<file path="src/hdl/esl_pkg.sv">
// esl_pkg: shared types, character codes and helpers for the line splitter
// used by esl_front, esl_queue, esl_back, escaped_line_splitter and esl_checker
// no dependencies
package esl_pkg;

	// width of the internal physical line counter
	localparam int COUNT_BITS = 16;
	// width of the reported line count
	localparam int OUT_BITS = 16;
	// queue depth between front and back
	localparam int QUEUE_DEPTH = 2;
	localparam int QUEUE_PTR_BITS = $clog2(QUEUE_DEPTH);
	localparam int QUEUE_CNT_BITS = $clog2(QUEUE_DEPTH + 1);

	localparam logic [COUNT_BITS-1:0] COUNT_MAX = {COUNT_BITS{1'b1}};
	localparam logic [OUT_BITS-1:0] OUT_MAX = {OUT_BITS{1'b1}};

	// character codes
	localparam logic [7:0] CH_HASH = 8'h23;
	localparam logic [7:0] CH_BSL  = 8'h5C;
	localparam logic [7:0] CH_LF   = 8'h0A;
	localparam logic [7:0] CH_CR   = 8'h0D;

	// partner byte to drop after a newline
	typedef enum logic [1:0] {
		SW_NONE = 2'd0,
		SW_CR   = 2'd1,
		SW_LF   = 2'd2
	} esl_swallow_t;

	// work for the back end: an optional leading backslash, then a byte or a line end
	typedef struct packed {
		logic                two;
		logic                is_end;
		logic [7:0]          data;
		logic [OUT_BITS-1:0] count;
	} esl_cmd_t;

	// clamp the internal count to the reported width
	function automatic logic [OUT_BITS-1:0] sat_count(input logic [COUNT_BITS-1:0] v);
		logic [COUNT_BITS+OUT_BITS-1:0] w;
		w = (COUNT_BITS + OUT_BITS)'(v);
		if (w > (COUNT_BITS + OUT_BITS)'(OUT_MAX)) begin
			return OUT_MAX;
		end
		return w[OUT_BITS-1:0];
	endfunction

endpackage

</file>
<file path="src/hdl/esl_front.sv">
// esl_front: accepts bytes, tracks quoting, comment and line state, issues work
// depends on esl_pkg
module esl_front (
	input  logic              clk,
	input  logic              arst_n,
	input  logic              fire,
	input  logic [7:0]        in_byte,
	input  logic              end_of_input,
	output logic              push,
	output esl_pkg::esl_cmd_t cmd
);
	import esl_pkg::*;

	logic                  quote_q, quote_d;
	logic                  comment_q, comment_d;
	esl_swallow_t          swallow_q, swallow_d;
	logic [COUNT_BITS-1:0] lines_q, lines_d;
	logic                  any_q, any_d;
	logic                  sw_hit;

	// state registers
	always_ff @(posedge clk or negedge arst_n) begin
		if (!arst_n) begin
			quote_q   <= 1'b0;
			comment_q <= 1'b0;
			swallow_q <= SW_NONE;
			lines_q   <= COUNT_BITS'(1);
			any_q     <= 1'b0;
		end else if (fire) begin
			quote_q   <= quote_d;
			comment_q <= comment_d;
			swallow_q <= swallow_d;
			lines_q   <= lines_d;
			any_q     <= any_d;
		end
	end

	// byte is the partner of the newline just before it
	always_comb begin
		case (swallow_q)
			SW_CR:   sw_hit = (in_byte == CH_CR);
			SW_LF:   sw_hit = (in_byte == CH_LF);
			default: sw_hit = 1'b0;
		endcase
	end

	// classify the byte and work out the next state
	always_comb begin
		quote_d    = quote_q;
		comment_d  = comment_q;
		swallow_d  = SW_NONE;
		lines_d    = lines_q;
		any_d      = any_q;
		push       = 1'b0;
		cmd.two    = 1'b0;
		cmd.is_end = 1'b0;
		cmd.data   = in_byte;
		cmd.count  = '0;
		if (end_of_input) begin
			// flush a pending backslash, close the line
			push       = fire;
			cmd.two    = quote_q;
			cmd.is_end = 1'b1;
			cmd.count  = any_q ? sat_count(lines_q) : '0;
			quote_d    = 1'b0;
			comment_d  = 1'b0;
			lines_d    = COUNT_BITS'(1);
			any_d      = 1'b0;
		end else if (!sw_hit) begin
			any_d = 1'b1;
			if (quote_q) begin
				quote_d = 1'b0;
				if (in_byte == CH_HASH) begin
					push = fire;
				end else if (in_byte == CH_CR || in_byte == CH_LF) begin
					// escaped newline continues the line
					swallow_d = (in_byte == CH_CR) ? SW_LF : SW_CR;
					if (lines_q != COUNT_MAX) begin
						lines_d = lines_q + COUNT_BITS'(1);
					end
				end else begin
					push    = fire;
					cmd.two = 1'b1;
				end
			end else begin
				if (in_byte == CH_HASH) begin
					comment_d = 1'b1;
				end else if (in_byte == CH_BSL) begin
					if (!comment_q) begin
						quote_d = 1'b1;
					end
				end else if (in_byte == CH_LF) begin
					// plain newline ends the line
					push       = fire;
					cmd.is_end = 1'b1;
					cmd.count  = sat_count(lines_q);
					quote_d    = 1'b0;
					comment_d  = 1'b0;
					lines_d    = COUNT_BITS'(1);
					any_d      = 1'b0;
					swallow_d  = SW_CR;
				end else if (!comment_q) begin
					push = fire;
				end
			end
		end
	end

endmodule

</file>
<file path="src/hdl/esl_queue.sv">
// esl_queue: short first-in first-out store of work between front and back
// depends on esl_pkg
module esl_queue (
	input  logic              clk,
	input  logic              arst_n,
	input  logic              push,
	input  esl_pkg::esl_cmd_t push_data,
	output logic              not_full,
	input  logic              pop,
	output logic              not_empty,
	output esl_pkg::esl_cmd_t pop_data
);
	import esl_pkg::*;

	esl_cmd_t                  mem_q [QUEUE_DEPTH];
	logic [QUEUE_PTR_BITS-1:0] wr_ptr_q;
	logic [QUEUE_PTR_BITS-1:0] rd_ptr_q;
	logic [QUEUE_CNT_BITS-1:0] cnt_q;
	logic                      do_push;
	logic                      do_pop;

	assign not_full  = (cnt_q != QUEUE_CNT_BITS'(QUEUE_DEPTH));
	assign not_empty = (cnt_q != '0);
	assign do_push   = push && not_full;
	assign do_pop    = pop && not_empty;
	assign pop_data  = mem_q[rd_ptr_q];

	// storage
	always_ff @(posedge clk) begin
		if (do_push) begin
			mem_q[wr_ptr_q] <= push_data;
		end
	end

	// pointers and fill count
	always_ff @(posedge clk or negedge arst_n) begin
		if (!arst_n) begin
			wr_ptr_q <= '0;
			rd_ptr_q <= '0;
			cnt_q    <= '0;
		end else begin
			if (do_push) begin
				wr_ptr_q <= (wr_ptr_q == QUEUE_PTR_BITS'(QUEUE_DEPTH - 1)) ? '0
					: wr_ptr_q + QUEUE_PTR_BITS'(1);
			end
			if (do_pop) begin
				rd_ptr_q <= (rd_ptr_q == QUEUE_PTR_BITS'(QUEUE_DEPTH - 1)) ? '0
					: rd_ptr_q + QUEUE_PTR_BITS'(1);
			end
			if (do_push && !do_pop) begin
				cnt_q <= cnt_q + QUEUE_CNT_BITS'(1);
			end else if (do_pop && !do_push) begin
				cnt_q <= cnt_q - QUEUE_CNT_BITS'(1);
			end
		end
	end

endmodule

</file>
<file path="src/hdl/esl_back.sv">
// esl_back: turns queued work into results, one result per cycle while work is queued and the receiver is ready
// depends on esl_pkg
module esl_back (
	input  logic                         clk,
	input  logic                         arst_n,
	input  logic                         q_not_empty,
	input  esl_pkg::esl_cmd_t            q_data,
	output logic                         q_pop,
	output logic                         result_valid,
	input  logic                         result_ready,
	output logic [7:0]                   out_byte,
	output logic                         is_line_end,
	output logic [esl_pkg::OUT_BITS-1:0] line_count,
	output logic                         last
);
	import esl_pkg::*;

	esl_cmd_t cur_q;
	logic     valid_q;
	logic     second_q;
	logic     lead_bsl;
	logic     take;
	logic     advance;

	assign lead_bsl     = cur_q.two && !second_q;
	assign take         = valid_q && result_ready;
	assign advance      = !valid_q || (take && !lead_bsl);
	assign q_pop        = advance && q_not_empty;
	assign result_valid = valid_q;

	// current work and which of its results is shown
	always_ff @(posedge clk or negedge arst_n) begin
		if (!arst_n) begin
			valid_q  <= 1'b0;
			second_q <= 1'b0;
		end else if (advance) begin
			valid_q  <= q_not_empty;
			second_q <= 1'b0;
		end else if (take) begin
			second_q <= 1'b1;
		end
	end

	always_ff @(posedge clk) begin
		if (advance) begin
			cur_q <= q_data;
		end
	end

	// result fields
	always_comb begin
		if (lead_bsl) begin
			out_byte    = CH_BSL;
			is_line_end = 1'b0;
			line_count  = '0;
			last        = 1'b0;
		end else if (cur_q.is_end) begin
			out_byte    = 8'h00;
			is_line_end = 1'b1;
			line_count  = cur_q.count;
			last        = 1'b1;
		end else begin
			out_byte    = cur_q.data;
			is_line_end = 1'b0;
			line_count  = '0;
			last        = 1'b1;
		end
	end

endmodule

</file>
<file path="src/hdl/escaped_line_splitter.sv">
// escaped_line_splitter: top level of the logical line splitter
// depends on esl_pkg, esl_front, esl_queue, esl_back
//
// Takes one byte of text (or an end-of-input mark) per item and gives the bytes
// of each logical line followed by a line-end result carrying the physical line
// count. The front end takes a new item every cycle while its two-entry queue has
// room; the back end presents one result per cycle from its output register while
// the receiver is ready, so an item that expands to a backslash plus a byte or line
// end gives two results in turn. Silent items (comment bytes, escapes, dropped
// newline partners) give no result. An item's first result is registered in the
// queue and then in the back end's output register.
module escaped_line_splitter (
	input  logic                         clk,
	input  logic                         arst_n,
	input  logic                         item_valid,
	output logic                         item_ready,
	input  logic [7:0]                   in_byte,
	input  logic                         end_of_input,
	output logic                         result_valid,
	input  logic                         result_ready,
	output logic [7:0]                   out_byte,
	output logic                         is_line_end,
	output logic [esl_pkg::OUT_BITS-1:0] line_count,
	output logic                         last
);
	import esl_pkg::*;

	logic     fire;
	logic     push;
	esl_cmd_t cmd;
	logic     q_not_full;
	logic     q_not_empty;
	logic     q_pop;
	esl_cmd_t q_data;

	assign item_ready = q_not_full;
	assign fire       = item_valid && item_ready;

	// classification and line state
	esl_front u_front (
		.clk          (clk),
		.arst_n       (arst_n),
		.fire         (fire),
		.in_byte      (in_byte),
		.end_of_input (end_of_input),
		.push         (push),
		.cmd          (cmd)
	);

	// decoupling queue
	esl_queue u_queue (
		.clk       (clk),
		.arst_n    (arst_n),
		.push      (push),
		.push_data (cmd),
		.not_full  (q_not_full),
		.pop       (q_pop),
		.not_empty (q_not_empty),
		.pop_data  (q_data)
	);

	// result generation
	esl_back u_back (
		.clk          (clk),
		.arst_n       (arst_n),
		.q_not_empty  (q_not_empty),
		.q_data       (q_data),
		.q_pop        (q_pop),
		.result_valid (result_valid),
		.result_ready (result_ready),
		.out_byte     (out_byte),
		.is_line_end  (is_line_end),
		.line_count   (line_count),
		.last         (last)
	);

endmodule

</file>
<file path="config.mk">
export PLATFORM = sky130hd
export DESIGN_NAME = escaped_line_splitter
export DESIGN_NICKNAME = d
export VERILOG_FILES = /design/src/hdl/esl_pkg.sv /design/src/hdl/esl_front.sv /design/src/hdl/esl_queue.sv /design/src/hdl/esl_back.sv /design/src/hdl/escaped_line_splitter.sv
export SDC_FILE = /design/constraint.sdc
export NUM_CORES = 1
export LEC_CHECK = 0
export BUFFER_PORTS_ARGS = -buffer_cell sky130_fd_sc_hd__buf_2
export CAP_MARGIN = 25
export CELL_PAD_IN_SITES_DETAIL_PLACEMENT = 1
export CELL_PAD_IN_SITES_GLOBAL_PLACEMENT = 1
export CORE_MARGIN = 2
export CORE_UTILIZATION = 35
export DETAILED_ROUTE_END_ITERATION = 6
export GPL_ROUTABILITY_DRIVEN = 0
export PLACE_DENSITY = 0.71
export SETUP_SLACK_MARGIN = 0.3
export SYNTH_ARGS = -nofsm -noshare
export SYNTH_HDL_FRONTEND = slang
export SYNTH_SLANG_ARGS = --single-unit
</file>
<file path="constraint.sdc">
create_clock -name clk -period 3.4 [get_ports clk]
set_clock_uncertainty 0.15 [all_clocks]
set_input_delay 0.34 -clock clk [delete_from_list [all_inputs] [get_ports clk]]
set_output_delay 0.34 -clock clk [all_outputs]
set_load 0.03 [all_outputs]
</file>
# == Yosys cells after proc, flatten, opt, wreduce, memory -nomap -nowiden ==
# Memories as Yosys holds them, arrays and structs flattened. A register that Yosys moved wholly into a read port is not among the register bits.
# Cells that the tools add are included.
# word_totals
regBits,27
mem_bits_rw,52
in_bits,13
out_inout_bits,28
elab_cells,132
n_memories,1
# mem_list
name,words,word_bits,read_ports,rd_clocked_by_memory_dff,write_ports,line_no,rtl
u_queue.mem_q,2,26,1,1,1,esl_queue.sv:15,esl_cmd_t mem_q [QUEUE_DEPTH];
# classes
n_addsub,5
n_eq_ne,15
mux,77
n_reduce_logical,24
# ops
cell,count
$mux 16,18
$mux 1,44
$mux 2,12
$add 16x1->16 const B,1
$eq 8x4->1 const B,2
$mux 8,2
$ne 16x16->1 const B,1
$logic_and 1x1->1,9
$eq 8x6->1 const B,1
$eq 8x7->1 const B,1
$ne 2x2->1 const B,4
$reduce_and 7->1,1
$ne 3x2->1 const B,2
$ne 3x3->1 const B,2
$reduce_bool 2->1,3
$reduce_bool 3->1,2
$logic_not 1->1,5
$reduce_and 5->1,1
$add 1x1->1 const B,2
$add 2x1->2 const B,1
$eq 2x1->1 const B,1
$eq 2x2->1 const B,1
$logic_or 1x1->1,2
$pmux 1 s2,1
other kinds (2),2

# == Longest topological paths before layout ==
# logic_depth
depth_word,14
mapped_depth,11
ltp_nobuf,10

# == Hierarchy ==
# A second synthesis with hierarchy kept.
# hier_totals
hier_cells,354
area_unflattened_um2,4948.5
# by_module_without_submodules
module,n_inst,cells_per_inst,area_each_um2,seq_area_each_um2
esl_queue,1,99,2170.8,1661.6
esl_front,1,181,1657.8,526.8
esl_back,1,73,1113.6,830.8
escaped_line_splitter,1,1,6.3,0.0

# == Worst setup path before layout ==
# No wires, ideal clock.
# synth_timing
path_kind,flip-flop to flip-flop
from,register u_front.swallow_q[0]
to,memory u_queue.mem_q[0][0] in the netlist's numbering (enable)
setup_time_ns,0.412
t_arrival_ns,2.806
required_ns,2.838
path_slack_ns,0.032
path_stages_with_launch,9
n_path_buf,1
period_less_slack_ns,3.368
path_cell_list,dfrtp_1 > inv_1 > ha_1 > nor3b_1 > a311oi_1 > nand2_1 > buf_2 > a21oi_1 > nor2b_1
# synth_between
elab_chain_len,7
word_cells_on_any_way,8
cone_classes,eq/ne (2); mux (5); reduce/logical (1)
# synth_rtl
element,line_no,rtl
"start, declared",esl_front.sv:16,"esl_swallow_t swallow_q, swallow_d;"
"start signal, assigned",esl_front.sv:32,swallow_q <= swallow_d;
$eq 2x2->1 or $eq 2x1->1 (tied branches),esl_front.sv:40,case (swallow_q)
$pmux 1 s2 *,esl_front.sv:40,
$mux 1 *,esl_front.sv:69,end else if (!sw_hit) begin
$mux 1 *,esl_front.sv:59,if (end_of_input) begin
$logic_and 1x1->1 *,esl_queue.sv:24,assign do_push = push && not_full;
net u_queue.do_push,esl_queue.sv:19,logic do_push;
$mux 1 *,esl_queue.sv:30,if (do_push) begin
$mux 1 (implied by the code) *,esl_queue.sv:31,mem_q[wr_ptr_q] <= push_data;
"end, declared",esl_queue.sv:15,
# Mark *: on every way through the listed nets, which the timed path passes. The rest lies on a longest branch.

# == Worst setup path after layout ==
# layout_timing
from,register u_front.swallow_q[0]
to,memory u_queue.mem_q[0][8] in the netlist's numbering (enable)
# Same word-level chain as after synthesis.

==> out/qor.yml <==
run_status:
  outcome: "complete, no violations"
yosys:
  synth_seq_cells: 105
  yosysWarningCount: 0
  ys_seq_area_share_pct: 64.36
  post_synth.cell_area_avg_um2: 13.72
  synth_flop_cell: "edfxtp_1"
  yosysUniqueCellTypes: 50
  async_flop_share_pct: 25.71
  netlist_area_um2: 4691
  synth_enable_flop_cells: 78
  netlist_instances: 342
  synth.net_count: 359
routing:
  num_vias: 2933
  drtIter0Drc: 218
  drtPass1Iterations: 4
  wl_per_cell_um: 17.03
  ant_nets: 0
  vias_per_cell: 5.191
  drc: 0
  wl_mm: 9.620
power:
  leakage_nw: 2.038
  peakVddDrop_mv: 0.3166
  power-per-cell-area_nw_per_um2: 783.8
  power_mw: 4.234
cts:
  numCtsBuffers: 9
  cts-root-buf: "clkbuf_16"
  cts_tree: "done"
  path_clk_slew_ns: 0.07
  insertion_delay_ns: 0.35
  cts_setup_buffers: 0
  cts_buffer_depth: 2
  h-tree-depth: 3
  clock-sinks: 105
grt:
  antenna_found_initial: 0
  grt_pass1_vias: 3011
  overflow: 0
  grt_max_degree: 29
  grt_pass1_wl_mm: 15.90
  grt_use_total_pct: 14.37
floorplanning:
  io_pins: 41
  fp.coreArea_um2: 13190
  start_util_pct: 35.56
  die_x_um: 119.8
  fp.dieH_um: 119.8
  rows: 42
  dieArea_um2: 14340
sta:
  period_needed_ns: 2.787
  setup_viol: 0
  min_period_over_period_pct: 81.97
  tightest_slew_ns: 0.9322
  relSlewSlack_pct: 37.63
  fmax_ghz: 0.3588
  fin_tns_setup_ns: 0
  grt_setup_unrepaired: "no"
  drv_slew: 0
  final_hold_viol_count: 0
placed_design:
  hpwl_mm: 6.549
  placed_area_um2: 5106
  numPortBuffers: 40
  placed_cells_incl_taps: 548
final_layout:
  fillers: 1382
  instances_no_fill: 565
  nets: 401
  utilization_pct: 40.96
  n_antenna_cell: 0
  final_cell_area_um2: 5403
  drive_above_1_share_pct: 25.71
  area_growth_pct: 15.18
critical_path:
  worstPathRequired_ns: 3.26
  cp_top_family: "compound AO/OA/AOI/OAI gates"
  cp-start-kind: "register"
  slowest_stage: "dfrtp_1"
  critical_path.max_stage_delay_ns: 0.37
  crit_path_max_fanout: 26
  path_class: "register to register"
  crit_chain: "inv_1, ha_1, nor3b_1, a311oi_1, nand2_1, a21oi_2, nor2b_2, buf_4"
  path_depth: 8
  rr_worst_depth: 8
  crit_path_end_kind: "register"
  path_buf_inv: 2
  worstPathArrival_ns: 2.65
job:
  drv_cap: 0
hold_path:
  hold_depth: 1
  hold_path.class: "input pin to register"
## per-stage QoR
stage | hold slack (ns) | setup WS [ns]
after floorplan | -0.1056 | 0.5064
after global placement | 0.2632 | 0.6631
after detailed placement | 0.2694 | 0.5251
after CTS | 0.06650 | 0.4993
after global routing | 0.07923 | 0.3397
final | 0.07834 | 0.6130
## power breakdown
group | switching [mW] | total [mW] | internal, mW
clock network | 0.459 | 0.982 | 0.522
registers | 0.142 | 1.96 | 1.82
logic | 0.828 | 1.29 | 0.466
## area by class of cell
cell class | count | area [um2] | area share (%)
sequential | 105 | 3019 | 55.88
multi-input combinational | 211 | 1572 | 29.09
timing repair buffer | 46 | 267.8 | 4.956
clock buffer | 11 | 242.7 | 4.493
tap | 176 | 220.2 | 4.076
inverter | 11 | 41.29 | 0.7642
clock inverter | 5 | 40.04 | 0.7411
## registers in the layout, indices dropped and copies added, names as in the netlist
signal	flops
u_queue.cnt_q	2
u_front.comment_q	1
u_back.result_valid	1
u_back.second_q	1
u_front.lines_q	16
u_queue.wr_ptr_q	1
u_front.swallow_q	2
u_queue.mem_q	52
u_front.quote_q	1
u_back.cur_q	26
u_front.any_q	1
u_queue.rd_ptr_q	1
## cells in the mapped netlist, types with 2 or more instances
cell type | instances | share of area [%]
nor2b_1 | 5 | 0.67
a31oi_1 | 2 | 0.27
a221o_1 | 6 | 1.3
xnor2_1 | 2 | 0.37
o21ai_0 | 12 | 1.3
inv_1 | 10 | 0.80
and4_1 | 2 | 0.37
and2_1 | 23 | 3.1
clkbuf_1 | 13 | 1.0
and3_1 | 17 | 2.3
nand3_1 | 9 | 0.96
o31ai_1 | 2 | 0.32
edfxtp_1 | 78 | 50
nor4_1 | 4 | 0.53
a22o_1 | 14 | 2.6
ha_1 | 4 | 1.1
o211ai_1 | 7 | 1.1
nand4_1 | 4 | 0.53
nor3_1 | 6 | 0.64
xor2_1 | 3 | 0.56
dfrtp_1 | 26 | 14
nand2_2 | 2 | 0.27
nor2_1 | 14 | 1.1
a21oi_1 | 4 | 0.43
nand2_1 | 18 | 1.4
mux2_2 | 26 | 6.2
nand2b_1 | 2 | 0.27
mux2i_1 | 2 | 0.43
nor4b_4 | 3 | 1.5
o41ai_1 | 2 | 0.37
## kinds of logic after synthesis
group / share of synthesized area (%)
xor+xnor: 0.9338
buf+inv: 2.267
flops: 64.36
compound gates: 9.683
fa+ha+maj: 1.067
simple gates: 15.02
mux: 6.668
## path summary, 6_finish.rpt
check                      slack, ns                  from                    to
max                             0.61  u_front.swallow_q[0]   u_queue.mem_q[0][8]
min                             0.08            in_byte[3]  u_queue.mem_q[0][19]
max reg2reg                     0.61  u_front.swallow_q[0]   u_queue.mem_q[0][8]
min reg2reg                     0.35         u_front.any_q         u_front.any_q
max in group asynchronous       2.25                arst_n   u_front.lines_q[12]
min in group asynchronous       0.41                arst_n  u_front.swallow_q[0]
## cells in the final DEF, fill, tap and decap left out, types with 12 or more instances in the layout
cell type	instances
edfxtp_1	78
buf_2	40
mux2_2	26
dfrtp_1	26
and2_1	23
nand2_1	18
and3_1	17
nor2_1	14
a22o_1	14
o21ai_0	12
## layer usage
layer / vias up / track usage (%) / share of wire [%]
li1: 1395 / - / -
met1: 1479 / 18.18 / 45
met2: 46 / 24.29 / 50
met3: 13 / 1.949 / 3.1
met4: 0 / 7.059 / 1.9
met5: - / 0 / 0
## timing repair
item | 4_1_cts | 5_1_grt
gates resized for setup | 0 | 1
hold endpoints to repair | 26 | 0
setup endpoints to repair | 0 | 52
hold buffers | 1 | 0
(Power assumes the default switching activity.)
